==> config.mk <==
export PLATFORM = sky130hd
export DESIGN_NAME = ps2_key_binding_tracker_top
export DESIGN_NICKNAME = d
export VERILOG_FILES = /design/src/ps2kbt_pkg.sv /design/src/ps2kbt_match.sv /design/src/ps2kbt_decode.sv /design/src/ps2_key_binding_tracker_top.sv
export SDC_FILE = /design/constraint.sdc
export NUM_CORES = 1
export LEC_CHECK = 0
export BUFFER_PORTS_ARGS = -buffer_cell sky130_fd_sc_hd__buf_4
export CORE_ASPECT_RATIO = 1.75
export CORE_UTILIZATION = 45
export DETAILED_ROUTE_END_ITERATION = 10
export PLACE_DENSITY = 0.64
export SETUP_SLACK_MARGIN = 0.3
export SYNTH_ARGS = -nofsm -noshare
export SYNTH_HDL_FRONTEND = slang
export SYNTH_SLANG_ARGS = --single-unit
==> constraint.sdc <==
create_clock -name clk -period 4 [get_ports clk]
set_clock_uncertainty 0.1 [all_clocks]
set_input_delay 0.4 -clock clk [delete_from_list [all_inputs] [get_ports clk]]
set_output_delay 0.4 -clock clk [all_outputs]
set_load 0.03 [all_outputs]
==> src/ps2kbt_pkg.sv <==
package ps2kbt_pkg;

  localparam int MAX_SLOTS    = 8;
  localparam int NUM_BINDINGS = 8;
  localparam int CODES_W      = 8 * MAX_SLOTS;
  localparam int CFG_IDX_W    = 2;
  localparam int CFG_DATA_W   = CODES_W;

  localparam logic [7:0] BREAK_PREFIX = 8'hF0;
  localparam logic [7:0] EXT_PREFIX   = 8'hE0;
  localparam logic [3:0] NO_SLOT      = 4'd8;

  localparam logic [CODES_W-1:0]   CODES_RESET = 64'h746B7275231C1B1D;
  localparam logic [MAX_SLOTS-1:0] EXT_RESET   = 8'hF0;

  typedef enum logic [CFG_IDX_W-1:0] {
    CFG_CODES = 2'd0,
    CFG_EXT   = 2'd1
  } cfg_reg_t;

  typedef enum logic [2:0] {
    EV_NONE         = 3'd0,
    EV_BREAK_PREFIX = 3'd1,
    EV_EXT_PREFIX   = 3'd2,
    EV_MAKE         = 3'd3,
    EV_BREAK        = 3'd4
  } event_kind_t;

  typedef struct packed {
    logic                 break_pending;
    logic                 extended_pending;
    logic [MAX_SLOTS-1:0] held;
  } key_state_t;

  typedef struct packed {
    logic [3:0]           slot;
    logic [MAX_SLOTS-1:0] onehot;
  } match_t;

  typedef struct packed {
    logic [7:0]           last_byte;
    event_kind_t          kind;
    logic [3:0]           slot;
    logic [MAX_SLOTS-1:0] held;
  } result_t;

endpackage

==> src/ps2kbt_match.sv <==
module ps2kbt_match (
  input  logic [ps2kbt_pkg::CODES_W-1:0]   codes,
  input  logic [ps2kbt_pkg::MAX_SLOTS-1:0] ext_bits,
  input  logic                             ext_pending,
  input  logic [7:0]                       code,
  output ps2kbt_pkg::match_t               match
);

  logic [ps2kbt_pkg::MAX_SLOTS-1:0] hit;

  always_comb begin
    for (int k = 0; k < ps2kbt_pkg::MAX_SLOTS; k++) begin
      hit[k] = (k < ps2kbt_pkg::NUM_BINDINGS) && (codes[8*k +: 8] == code) &&
               (ext_bits[k] == ext_pending);
    end
  end

  // lowest matching slot wins
  always_comb begin
    match.slot   = ps2kbt_pkg::NO_SLOT;
    match.onehot = hit & (~hit + 1'b1);
    for (int k = ps2kbt_pkg::MAX_SLOTS - 1; k >= 0; k--) begin
      if (hit[k]) begin
        match.slot = 4'(k);
      end
    end
  end

endmodule

==> src/ps2kbt_decode.sv <==
module ps2kbt_decode (
  input  logic                             byte_valid,
  input  logic [7:0]                       scan_byte,
  input  ps2kbt_pkg::key_state_t           st,
  input  logic [ps2kbt_pkg::CODES_W-1:0]   codes,
  input  logic [ps2kbt_pkg::MAX_SLOTS-1:0] ext_bits,
  output ps2kbt_pkg::key_state_t           st_nxt,
  output ps2kbt_pkg::result_t              res
);

  ps2kbt_pkg::match_t match;

  ps2kbt_match u_match (
    .codes       (codes),
    .ext_bits    (ext_bits),
    .ext_pending (st.extended_pending),
    .code        (scan_byte),
    .match       (match)
  );

  always_comb begin
    st_nxt        = st;
    res.last_byte = scan_byte;
    res.kind      = ps2kbt_pkg::EV_NONE;
    res.slot      = ps2kbt_pkg::NO_SLOT;
    if (!byte_valid) begin
      res.last_byte = 8'd0;
    end else if (scan_byte == ps2kbt_pkg::BREAK_PREFIX) begin
      st_nxt.break_pending = 1'b1;
      res.kind             = ps2kbt_pkg::EV_BREAK_PREFIX;
    end else if (st.break_pending) begin
      st_nxt.held             = st.held & ~match.onehot;
      st_nxt.break_pending    = 1'b0;
      st_nxt.extended_pending = 1'b0;
      res.kind                = ps2kbt_pkg::EV_BREAK;
      res.slot                = match.slot;
    end else if (scan_byte == ps2kbt_pkg::EXT_PREFIX) begin
      st_nxt.extended_pending = 1'b1;
      res.kind                = ps2kbt_pkg::EV_EXT_PREFIX;
    end else begin
      st_nxt.held             = st.held | match.onehot;
      st_nxt.break_pending    = 1'b0;
      st_nxt.extended_pending = 1'b0;
      res.kind                = ps2kbt_pkg::EV_MAKE;
      res.slot                = match.slot;
    end
    res.held = st_nxt.held;
  end

endmodule

==> src/ps2_key_binding_tracker_top.sv <==
// PS/2 set 2 key binding tracker: takes one received byte per transaction and returns one
// result per transaction (byte echo, event kind, matched binding slot, held mask). A new
// byte is accepted every cycle while out_ready stays high. A byte is held in the input
// register, and its result is loaded into the result register when the byte advances, where
// the prefix flags, the held bits and the parallel compare against all eight bindings are
// resolved in a single pass. While a result waits on out_ready, a byte in the input
// register holds there and in_ready drops. Bindings reset to the default key set and may be
// rewritten through the cfg port while no transaction is in flight.
module ps2_key_binding_tracker_top (
  input  logic                                clk,
  input  logic                                rst_n,
  input  logic                                in_valid,
  output logic                                in_ready,
  input  logic                                in_byte_valid,
  input  logic [7:0]                          in_scan_byte,
  output logic                                out_valid,
  input  logic                                out_ready,
  output logic [7:0]                          out_last_byte,
  output logic [2:0]                          out_event_kind,
  output logic [3:0]                          out_matched_slot,
  output logic [7:0]                          out_held_mask,
  input  logic                                cfg_we,
  input  logic [ps2kbt_pkg::CFG_IDX_W-1:0]    cfg_index,
  input  logic [ps2kbt_pkg::CFG_DATA_W-1:0]   cfg_data
);

  logic                             s1_valid_r;
  logic                             s1_byte_valid_r;
  logic [7:0]                       s1_scan_byte_r;
  logic                             s1_advance;
  logic                             out_valid_r;
  ps2kbt_pkg::result_t              out_res_r;
  ps2kbt_pkg::result_t              res;
  ps2kbt_pkg::key_state_t           st_r;
  ps2kbt_pkg::key_state_t           st_nxt;
  logic [ps2kbt_pkg::CODES_W-1:0]   codes_r;
  logic [ps2kbt_pkg::MAX_SLOTS-1:0] ext_r;

  assign s1_advance = s1_valid_r && (!out_valid_r || out_ready);
  assign in_ready   = !s1_valid_r || s1_advance;

  always_ff @(posedge clk) begin
    if (!rst_n) begin
      codes_r <= ps2kbt_pkg::CODES_RESET;
      ext_r   <= ps2kbt_pkg::EXT_RESET;
    end else if (cfg_we) begin
      unique case (cfg_index)
        ps2kbt_pkg::CFG_CODES: codes_r <= cfg_data;
        ps2kbt_pkg::CFG_EXT:   ext_r   <= cfg_data[ps2kbt_pkg::MAX_SLOTS-1:0];
        default: ;
      endcase
    end
  end

  // input register
  always_ff @(posedge clk) begin
    if (!rst_n) begin
      s1_valid_r <= 1'b0;
    end else if (in_ready) begin
      s1_valid_r <= in_valid;
    end
  end

  always_ff @(posedge clk) begin
    if (in_valid && in_ready) begin
      s1_byte_valid_r <= in_byte_valid;
      s1_scan_byte_r  <= in_scan_byte;
    end
  end

  ps2kbt_decode u_decode (
    .byte_valid (s1_byte_valid_r),
    .scan_byte  (s1_scan_byte_r),
    .st         (st_r),
    .codes      (codes_r),
    .ext_bits   (ext_r),
    .st_nxt     (st_nxt),
    .res        (res)
  );

  always_ff @(posedge clk) begin
    if (!rst_n) begin
      st_r <= '0;
    end else if (s1_advance) begin
      st_r <= st_nxt;
    end
  end

  // result register
  always_ff @(posedge clk) begin
    if (!rst_n) begin
      out_valid_r <= 1'b0;
    end else if (s1_advance) begin
      out_valid_r <= 1'b1;
    end else if (out_ready) begin
      out_valid_r <= 1'b0;
    end
  end

  always_ff @(posedge clk) begin
    if (s1_advance) begin
      out_res_r <= res;
    end
  end

  assign out_valid        = out_valid_r;
  assign out_last_byte    = out_res_r.last_byte;
  assign out_event_kind   = out_res_r.kind;
  assign out_matched_slot = out_res_r.slot;
  assign out_held_mask    = out_res_r.held;

`ifndef SYNTHESIS
  a_ready_when_empty: assert property (@(posedge clk) disable iff (!rst_n)
    !out_valid_r |-> in_ready)
    else $error("input stalled with empty result register");

  a_make_sets_held: assert property (@(posedge clk) disable iff (!rst_n)
    out_valid_r && out_res_r.kind == ps2kbt_pkg::EV_MAKE &&
    out_res_r.slot != ps2kbt_pkg::NO_SLOT |-> out_res_r.held[out_res_r.slot[2:0]])
    else $error("make did not set held bit");

  a_break_clears_held: assert property (@(posedge clk) disable iff (!rst_n)
    out_valid_r && out_res_r.kind == ps2kbt_pkg::EV_BREAK &&
    out_res_r.slot != ps2kbt_pkg::NO_SLOT |-> !out_res_r.held[out_res_r.slot[2:0]])
    else $error("break did not clear held bit");

  a_prefix_no_slot: assert property (@(posedge clk) disable iff (!rst_n)
    out_valid_r && (out_res_r.kind == ps2kbt_pkg::EV_BREAK_PREFIX ||
    out_res_r.kind == ps2kbt_pkg::EV_EXT_PREFIX || out_res_r.kind == ps2kbt_pkg::EV_NONE)
    |-> out_res_r.slot == ps2kbt_pkg::NO_SLOT)
    else $error("slot reported for non-key event");

  a_f0_arms_break: assert property (@(posedge clk) disable iff (!rst_n)
    s1_advance && s1_byte_valid_r && s1_scan_byte_r == ps2kbt_pkg::BREAK_PREFIX
    |=> st_r.break_pending)
    else $error("break prefix not armed");
`endif

endmodule

==> results.yml, run 1 <==
cts:
  cts_sinks: 116
  root_buffer: "clkbuf_16"
  cts_resized: 0
  cts_hold_buf: 0
  clk_path_buf_depth: 2
  h-tree-depth: 4
  path_clk_slew_ns: 0.05
  cts_tree: "done"
  cts_buffers: 17
  cts_setup_buffers: 0
  clk_latency_ns: 0.41
power_and_ir_drop:
  swShare: 0.2209
  pwr-share-seq: 0.420
  power_density_mw_per_mm2: 469.7
  clkPwrFrac: 0.497
  p_sw_mw: 0.6880
  internal-power_mw: 2.426
  comb_power_share: 0.082
  leakage_nw: 2.815
  peakVddDrop_uv: 344.8
  finalPower_mw: 3.114
synthesis:
  synthFlopType: "dfxtp_1"
  synthAdderAreaFrac: 0
  synth_xor_area_frac: 0.1226
  yosys.area_share.simple: 0.2359
  synth_area_leaders: "dfxtp_1 (32%), edfxtp_1 (18%), nand2_1 (9.9%)"
  synth_compound_area_frac: 0.07864
  synth.area.mux_share: 0.01521
  async_reset_ff_frac: 0
  ys_types: 53
  avgSynthCellArea_sq_um: 9.371
  synthesis.nets: 642
  seq_area_frac_synth: 0.5018
  synth_warnings: 0
  ys_ff_latch: 116
  synth_top_family_by_area: "simple AND/OR/NAND/NOR gates"
  synth_edf_count: 32
  synthCells: 562
  syn-cell-area_sq_mm: 0.005266
  synth_largest_area_cell: "dfxtp_1"
  yosysTopAreaCellShare: 0.3193
worst_setup_path:
  r2r_end: "out_held_mask[6]$_DFFE_PP_"
  r2r_cells: 6
  worstPathArrival_ns: 2.74
  cp.required_ns: 4.04
  crit_path_end_kind: "register"
  reg2reg_from: "s1_scan_byte_r[1]$_DFFE_PP_"
  cp-start-kind: "register"
  cp_max_fo: 10
  critPathLaunch: "s1_scan_byte_r[1]$_DFFE_PP_"
  rrSetupSlack_ns: 1.31
  path_class: "reg -> reg"
run:
  cap_viol_max_count: 0
sta:
  hold_viol: 0
  clock.fmax_mhz: 371.3
  worstMarginPinSlew_ns: 1.236
  fin_ws_ns: 1.307
  slew_headroom: 0.1752
  period_needed_ns: 2.693
  hold_ws_ns: 0.06467
  slew_violations: 0
  fin_crit_sh: 0.6734
  rsz0062_at_grt: "no"
  finalSetupTns_ns: 0
  setup_viol: 0
floorplan:
  core.rowCount: 51
  core_area_sq_mm: 0.01123
  die_x_um: 83.78
  ios: 105
  initial_core_util: 0.4689
  dieArea_sq_mm: 0.01216
  die_y_um: 145.1
layout:
  n_antenna_cell: 0
  final_util: 0.5904
  nets: 730
  finish.instance_area_sq_mm: 0.006630
  area_growth_pct: 25.90
  layout.cells.non_filler: 795
  num-fill-cells: 1034
  final_layout_size_suffix_gt1_frac: 0.2338
global_route:
  grt_usage: 0.2142
  grt_pass1_vias: 4270
  overflow: 0
  grt_max_degree: 65
  grt_antenna_before_repair: 0
  grt_pass1_wl_um: 20280
place:
  placed_area_sq_mm: 0.006017
  portBuffers: 104
  pre_cts_slack_ns: 1.336
  dp_cells: 763
  routabilityCongestion: 0.8531
  dpl.hpwl_um: 9065
status:
  status: "complete, no violations"
min_path:
  hold_start: "in_scan_byte[3]"
  min_to: "s1_scan_byte_r[3]$_DFFE_PP_"
  hold_class: "in -> reg"
  whs_path_depth: 1
drt:
  ant_nets: 0
  wl_um: 12630
  wl_per_cell_um: 15.89
  via_per_inst: 5.267
  drt-pass1-iter-count: 4
  drt-initial-drc-count: 190
  vias: 4187
  drc: 0
==> final cells by class <==
| cell class | instances | area [sq um] | area share |
|---|---|---|---|
| inverter | 5 | 18.77 | 0.002831 |
| timing repair buffer | 107 | 803.3 | 0.1212 |
| multi-input combinational | 403 | 2387 | 0.3601 |
| clock buffer | 22 | 486.7 | 0.07341 |
| clock inverter | 10 | 126.4 | 0.01906 |
| sequential | 116 | 2643 | 0.3986 |
| tap | 132 | 165.2 | 0.02491 |
==> cell usage after synthesis (all sizes together) (5+ instances only) <==
| library cell | number |
|---|---|
| clkbuf | 22 |
| inv | 5 |
| xor2 | 51 |
| xnor2 | 21 |
| mux2i | 8 |
| nand2 | 139 |
| buf | 16 |
| a31oi | 5 |
| nand3 | 33 |
| nor3 | 12 |
| and2 | 11 |
| a21oi | 51 |
| a211oi | 7 |
| edfxtp | 32 |
| nor2 | 19 |
| nand4 | 9 |
| nor4 | 8 |
| dfxtp | 84 |
==> layout by cell type (no fill, tap or decap), drive strengths merged, types with 2 or more instances in the layout <==
| cell type | synthesis | final |
|---|---|---|
| and4 | 2 | 2 |
| nand2b | 4 | 4 |
| nor3 | 12 | 12 |
| nand4b | 2 | 2 |
| nand2 | 139 | 139 |
| nor4 | 8 | 8 |
| clkinv | 0 | 6 |
| dfxtp | 84 | 84 |
| bufinv | 0 | 3 |
| edfxtp | 32 | 32 |
| xnor2 | 21 | 21 |
| or4 | 2 | 2 |
| and2 | 11 | 11 |
| buf | 16 | 107 |
| clkbuf | 22 | 22 |
| nor3b | 3 | 3 |
| mux2i | 8 | 8 |
| o21ai | 2 | 2 |
| nor2 | 19 | 19 |
| a211oi | 7 | 7 |
| nand3 | 33 | 33 |
| nand4 | 9 | 9 |
| a21oi | 51 | 51 |
| xor2 | 51 | 51 |
| inv | 5 | 5 |
| a31oi | 5 | 5 |
==> power by group through the flow <==
stage / clock network [mW] / logic [mW] / registers, mW
after floorplan: 0 / 0.157 / 1.32
after global placement: 0 / 0.253 / 1.33
after detailed placement: 0 / 0.257 / 1.33
after CTS: 1.57 / 0.259 / 1.31
after global routing: 1.62 / 0.281 / 1.31
final: 1.55 / 0.257 / 1.31
==> how the worst max path moves through the flow <==
stage / to / slack (ns) / depth (start not counted)
5_1_grt: out_held_mask[6]$_DFFE_PP_ / 1.22 / 6
6_report: out_held_mask[6]$_DFFE_PP_ / 1.31 / 6
2_1_floorplan: out_held_mask[6]$_DFFE_PP_ / 1.84 / 8
3_5_place_dp: out_held_mask[6]$_DFFE_PP_ / 1.34 / 6
4_1_cts: out_held_mask[6]$_DFFE_PP_ / 1.30 / 6
3_3_place_gp: out_held_mask[6]$_DFFE_PP_ / 1.44 / 6
==> state kept, by name (all words and copies together), names as in the netlist, 3 cells and up <==
signal            cells
out_last_byte         8
s1_scan_byte_r        8
out_held_mask         8
st_r                 10
ext_r                 8
codes_r              64
out_matched_slot      4
out_event_kind        3
==> cells by family (layout without fill, tap and decap cells) <==
family	after synthesis	in the layout
buf+inv	43	144
compound gates	72	72
mux	8	8
simple gates	251	251
xor+xnor	72	72
flops	116	116
==> worst max-delay path: stages (launching register included) <==
cell and delay (ns):
edfxtp_1 0.73, xnor2_1 0.19, nand3_1 0.14, nor4_4 0.62
and4b_1 0.34, a31oi_1 0.22, a21oi_1 0.08
==> metal layers <==
layer	part of all wire	GRT usage
met1	0.40	0.2338
met2	0.55	0.3886
met3	0.032	0.04323
met4	0.025	0.1017
met5	0	0
(Power assumes the default switching activity.)
==> run 2: changes to the inputs <==
==> constraint.sdc (replaced) <==
create_clock -name clk -period 2.7 [get_ports clk]
set_clock_uncertainty 0.1 [all_clocks]
set_input_delay 0.27 -clock clk [delete_from_list [all_inputs] [get_ports clk]]
set_output_delay 0.27 -clock clk [all_outputs]
set_load 0.03 [all_outputs]
==> results.yml, run 2 (synthesis results as in run 1) <==
cts:
  clk_latency_ns: 0.42
  root_buffer: "clkbuf_16"
  cts_sinks: 116
  cts_tree: "done"
  clk_path_buf_depth: 2
  path_clk_slew_ns: 0.05
  h-tree-depth: 4
  cts_buffers: 17
floorplan:
  dieArea_sq_mm: 0.01216
  die_x_um: 83.78
  die_y_um: 145.1
  core_area_sq_mm: 0.01123
  core.rowCount: 51
  initial_core_util: 0.4689
  ios: 105
layout:
  top_register: "codes_r"
  nets: 804
  layout_common_cells: "nand2_1 (139), buf_4 (118), dfxtp_1 (83)"
  final_layout_size_suffix_gt1_frac: 0.2442
  largest_reg_flops: 64
  n_antenna_cell: 0
  area_growth_pct: 39.99
  reg_top3: "codes_r x64, st_r x10"
  layout_commonest_cell: "nand2_1"
place:
  dpl.hpwl_um: 9013
  portBuffers: 104
  routabilityCongestion: 0.8660
drt:
  via_per_inst: 5.197
  wl_per_cell_um: 15.21
  ant_nets: 0
  wl_um: 13220
  drt-pass1-iter-count: 5
  drt-initial-drc-count: 195
  drc: 0
  vias: 4516
power_and_ir_drop:
  power_density_mw_per_mm2: 610.1
  leakage_nw: 3.127
  finalPower_mw: 4.497
  pwr-share-seq: 0.424
  clkPwrFrac: 0.461
  internal-power_mw: 3.401
  p_sw_mw: 1.096
  peakVddDrop_uv: 594.3
  swShare: 0.2437
  comb_power_share: 0.115
global_route:
  use_met3: 0.05347
  grt_usage: 0.2231
  overflow: 0
  grt_pass1_wl_um: 21290
  grt_max_degree: 65
  grt_pass1_vias: 4508
  grt_antenna_before_repair: 0
  gr-usage-met1: 0.2395
  grt_use_met2: 0.4118
  busiest_layer: "met2"
sta:
  fin_crit_sh: 0.8518
  worstMarginPinSlew_ns: 0.9393
  finalSetupTns_ns: 0
  slew_violations: 0
  clock.fmax_mhz: 434.8
  rsz0062_at_grt: "yes"
  hold_viol: 0
  slew_headroom: 0.3731
  setup_viol: 0
  period_needed_ns: 2.300
min_path:
  hold_class: "in -> reg"
  whs_path_depth: 3
worst_setup_path:
  crit_path_end_kind: "register"
  cp.required_ns: 2.86
  path_class: "reg -> reg"
  r2r_cells: 7
  cp-start-kind: "register"
  cp_max_fo: 10
  worstPathArrival_ns: 2.46
run:
  cap_viol_max_count: 0
status:
  status: "complete, no violations"
-- run 2: changes by cell type in the layout (fill, tap and decap cells not counted), sizes merged --
cell,change
buf,+17
clkinvlp,+3
clkbuf,-4
bufinv,-2
dlygate4sd3,+57
clkinv,+3
-- run 2: power groups by stage --
stage	clock (mW)	sequential [mW]	combinational (mW)
2_1_floorplan	0	1.96	0.233
3_3_place_gp	0	1.97	0.387
3_5_place_dp	0	1.97	0.393
4_1_cts	2.09	1.91	0.512
5_1_grt	2.16	1.91	0.561
6_report	2.07	1.91	0.516
-- run 2: final cells by class --
type                            instances  area, sq um
Multi-Input combinational cell        403         2415
Timing Repair Buffer                  181         1577
Fill cell                             903         3859
Clock buffer                           18        439.2
Tap cell                              132        165.2
Clock inverter                         14        113.9
Inverter                                5        18.77
Sequential cell                       116         2644
-- run 2: critical path, stage by stage (launching register included) --
cell and delay, ns:
edfxtp_1 0.35, buf_4 0.21, xor2_2 0.16, nor4_2 0.26, nand4_1 0.18, nand2b_4 0.20
or4_1 0.50, a22oi_1 0.18
-- run 2: what timing repair did --
action,in CTS,in global routing
endpoints found under the setup margin,16,10
gates resized for setup,1,6
hold buffers,57,0
pin swaps,0,6
endpoints found under the hold margin,60,0
buffers inserted,10,2
-- run 2: stage by stage --
| stage | instances | area, sq um | setup slack, ns | utilization | hold slack (ns) |
|---|---|---|---|---|---|
| 4_1_cts | 867 | 7335 | 0.3366 | 0.6531 | 0.001556 |
| 3_3_place_gp | 768 | 6067 | 0.2054 | 0.5402 | 0.3431 |
| 2_1_floorplan | 562 | 5266 | 0.5388 | - | 0.2689 |
| 6_report | 869 | 7372 | 0.4001 | 0.6564 | 0.0007972 |
| 3_5_place_dp | 768 | 6067 | 0.1213 | 0.5402 | 0.3491 |
| 5_1_grt | 869 | 7372 | 0.2530 | 0.6564 | 0.007071 |
-- run 2: final timing paths --
path,slack [ns],start,end
setup / recovery,0.40,s1_scan_byte_r[6]$_DFFE_PP_,out_held_mask[7]$_DFFE_PP_
setup reg to reg,0.40,s1_scan_byte_r[6]$_DFFE_PP_,out_held_mask[7]$_DFFE_PP_
hold reg to reg,0.36,st_r[0]$_SDFFE_PN0P_,st_r[0]$_SDFFE_PN0P_
hold / removal,0.0008,cfg_data[9],codes_r[9]$_SDFFE_PN1P_
-- run 2: metal layers --
layer	up-vias	wire (um)
li1	2226	-
met1	2138	5165
met2	130	7306
met3	22	454
met4	0	290
met5	-	0
==> run 3: changes to the inputs <==
--- a/config.mk
+++ b/config.mk
@@ -9,7 +9,7 @@
 export CORE_ASPECT_RATIO = 1.75
 export CORE_UTILIZATION = 45
 export DETAILED_ROUTE_END_ITERATION = 10
-export PLACE_DENSITY = 0.64
+export PLACE_DENSITY = 0.67
 export SETUP_SLACK_MARGIN = 0.3
 export SYNTH_ARGS = -nofsm -noshare
 export SYNTH_HDL_FRONTEND = slang
==> results.yml, run 3 (synthesis results as in run 1) <==
cts:
  cts_buffers: 17
  clk_path_buf_depth: 2
  cts_sinks: 116
  root_buffer: "clkbuf_16"
  clk_latency_ns: 0.41
  cts_tree: "done"
  h-tree-depth: 4
  path_clk_slew_ns: 0.05
floorplan:
  dieArea_sq_mm: 0.01216
  die_y_um: 145.1
  ios: 105
  core.rowCount: 51
  initial_core_util: 0.4689
  die_x_um: 83.78
  core_area_sq_mm: 0.01123
drt:
  drc: 0
  via_per_inst: 5.208
  vias: 4583
  drt-pass1-iter-count: 4
  ant_nets: 0
  wl_um: 14130
  drt-initial-drc-count: 188
  wl_per_cell_um: 16.05
worst_setup_path:
  reg2reg_from: "s1_scan_byte_r[4]$_DFFE_PP_"
  crit_path_end_kind: "register"
  rrSetupSlack_ns: 0.33
  cp_max_fo: 7
  cp.required_ns: 2.85
  cp.depth: 7
  critPathLaunch: "s1_scan_byte_r[4]$_DFFE_PP_"
  cpPeakStageDelay_ns: 0.52
  critPathTopFamily: "simple AND/OR/NAND/NOR gates"
  worstPathArrival_ns: 2.52
  r2r_end: "out_held_mask[7]$_DFFE_PP_"
  crit_path_cell_trace: "buf_4 > clkbuf_16 > xor2_1 > nor4_4 > nand4b_2 > or4_4 > a22oi_1"
  path_class: "reg -> reg"
  cp-endpoint: "out_held_mask[7]$_DFFE_PP_"
  cp-start-kind: "register"
  cp.buffers_inverters: 2
  r2r_cells: 7
  cpMaxStageDelayCell: "or4_4"
global_route:
  grt_pass1_vias: 4591
  grt_antenna_before_repair: 0
  overflow: 0
  grt_max_degree: 40
  grt_pass1_wl_um: 21820
  grt_usage: 0.2328
run:
  cap_viol_max_count: 0
power_and_ir_drop:
  pwr-share-seq: 0.422
  peakVddDrop_uv: 503.6
  leakage_nw: 3.183
  internal-power_mw: 3.463
  power_density_mw_per_mm2: 606.7
  p_sw_mw: 1.067
  comb_power_share: 0.117
  swShare: 0.2355
  finalPower_mw: 4.530
  clkPwrFrac: 0.461
sta:
  period_needed_ns: 2.370
  worstMarginPinSlew_ns: 0.8668
  hold_ws_ns: 0.01289
  fin_crit_sh: 0.8780
  finalSetupTns_ns: 0
  clock.fmax_mhz: 421.9
  slew_headroom: 0.4215
  hold_viol: 0
  slew_violations: 0
  rsz0062_at_grt: "yes"
  setup_viol: 0
layout:
  layout_commonest_cell: "nand2_1"
  layout.cells.non_filler: 880
  reg_top3: "codes_r x64, st_r x10"
  layout_common_cells: "nand2_1 (139), buf_4 (129), dfxtp_1 (83)"
  n_antenna_cell: 0
  largest_reg_flops: 64
  final_layout_size_suffix_gt1_frac: 0.2540
  nets: 815
  area_growth_pct: 41.77
  top_register: "codes_r"
place:
  dpl.hpwl_um: 9516
  routabilityCongestion: 0.8759
  dp_cells: 770
  portBuffers: 104
min_path:
  hold_class: "in -> reg"
status:
  status: "complete, no violations"
run 3: cell count changes in the layout (fill, tap and decap cells not counted), moves of 2 or more:
| cell | before | now |
|---|---|---|
| dlygate4sd3_1 | 57 | 55 |
| buf_6 | 0 | 2 |
| clkinv_1 | 2 | 6 |
| buf_4 | 118 | 129 |
| clkinv_4 | 3 | 0 |
| a211oi_1 | 7 | 5 |
| a211oi_2 | 0 | 2 |
run 3: worst reg2reg max path, stage by stage (launching register included):
cell	delay, ns
edfxtp_1	0.44
buf_4	0.18
clkbuf_16	0.15
xor2_1	0.22
nor4_4	0.11
nand4b_2	0.32
or4_4	0.52
a22oi_1	0.18
run 3: cell type report:
type | count | area (sq um)
timing repair buffer | 192 | 1667
tap | 132 | 165.2
clock buffer | 18 | 429.2
clock inverter | 14 | 120.1
sequential | 116 | 2644
inverter | 5 | 18.77
multi-input combinational | 403 | 2422
fill | 891 | 3765
run 3: timing repair:
action                                  CTS  global route
pin swaps                                 0             7
hold buffers                             55             0
endpoints found under the setup margin   14            15
buffers inserted                          7            15
gates resized for setup                   0            11
endpoints found under the hold margin    57             0
gates cloned                              0             1
run 3: how the worst min path moves through the flow:
stage	startpoint	to	slack, ns	depth (start not counted)
6_report	cfg_data[52]	codes_r[52]$_SDFFE_PN0P_	0.01	3
3_3_place_gp	st_r[0]$_SDFFE_PN0P_	st_r[0]$_SDFFE_PN0P_	0.34	2
4_1_cts	cfg_data[33]	codes_r[33]$_SDFFE_PN0P_	0.001	3
2_1_floorplan	in_byte_valid	s1_byte_valid_r$_DFFE_PP_	0.27	0
5_1_grt	cfg_data[57]	codes_r[57]$_SDFFE_PN0P_	0.009	3
3_5_place_dp	in_scan_byte[5]	s1_scan_byte_r[5]$_DFFE_PP_	0.35	1
run 3: per-layer routing:
metal	up-vias	track usage	wire length [um]	part of all wire
li1	2247	-	-	-
met1	2175	0.2396	5254	0.37
met2	121	0.4211	7820	0.55
met3	40	0.05290	481	0.034
met4	0	0.1381	570	0.040
met5	-	0	0	0
run 3: per-stage QoR:
step,setup WS (ns),util,area [sq um]
global route,0.2369,0.6648,7466
global placement,0.3031,0.5416,6082
floorplan,0.5388,-,5266
finish,0.3295,0.6648,7466
detailed placement,0.2383,0.5416,6082
CTS,0.3075,0.6475,7272
run 3: power groups by stage:
| stage | Combinational [mW] | Clock, mW | Sequential [mW] |
|---|---|---|---|
| finish | 0.529 | 2.09 | 1.91 |
| CTS | 0.498 | 2.11 | 1.92 |
| floorplan | 0.233 | 0 | 1.96 |
| detailed placement | 0.397 | 0 | 1.97 |
| global placement | 0.392 | 0 | 1.97 |
| global route | 0.570 | 2.18 | 1.92 |
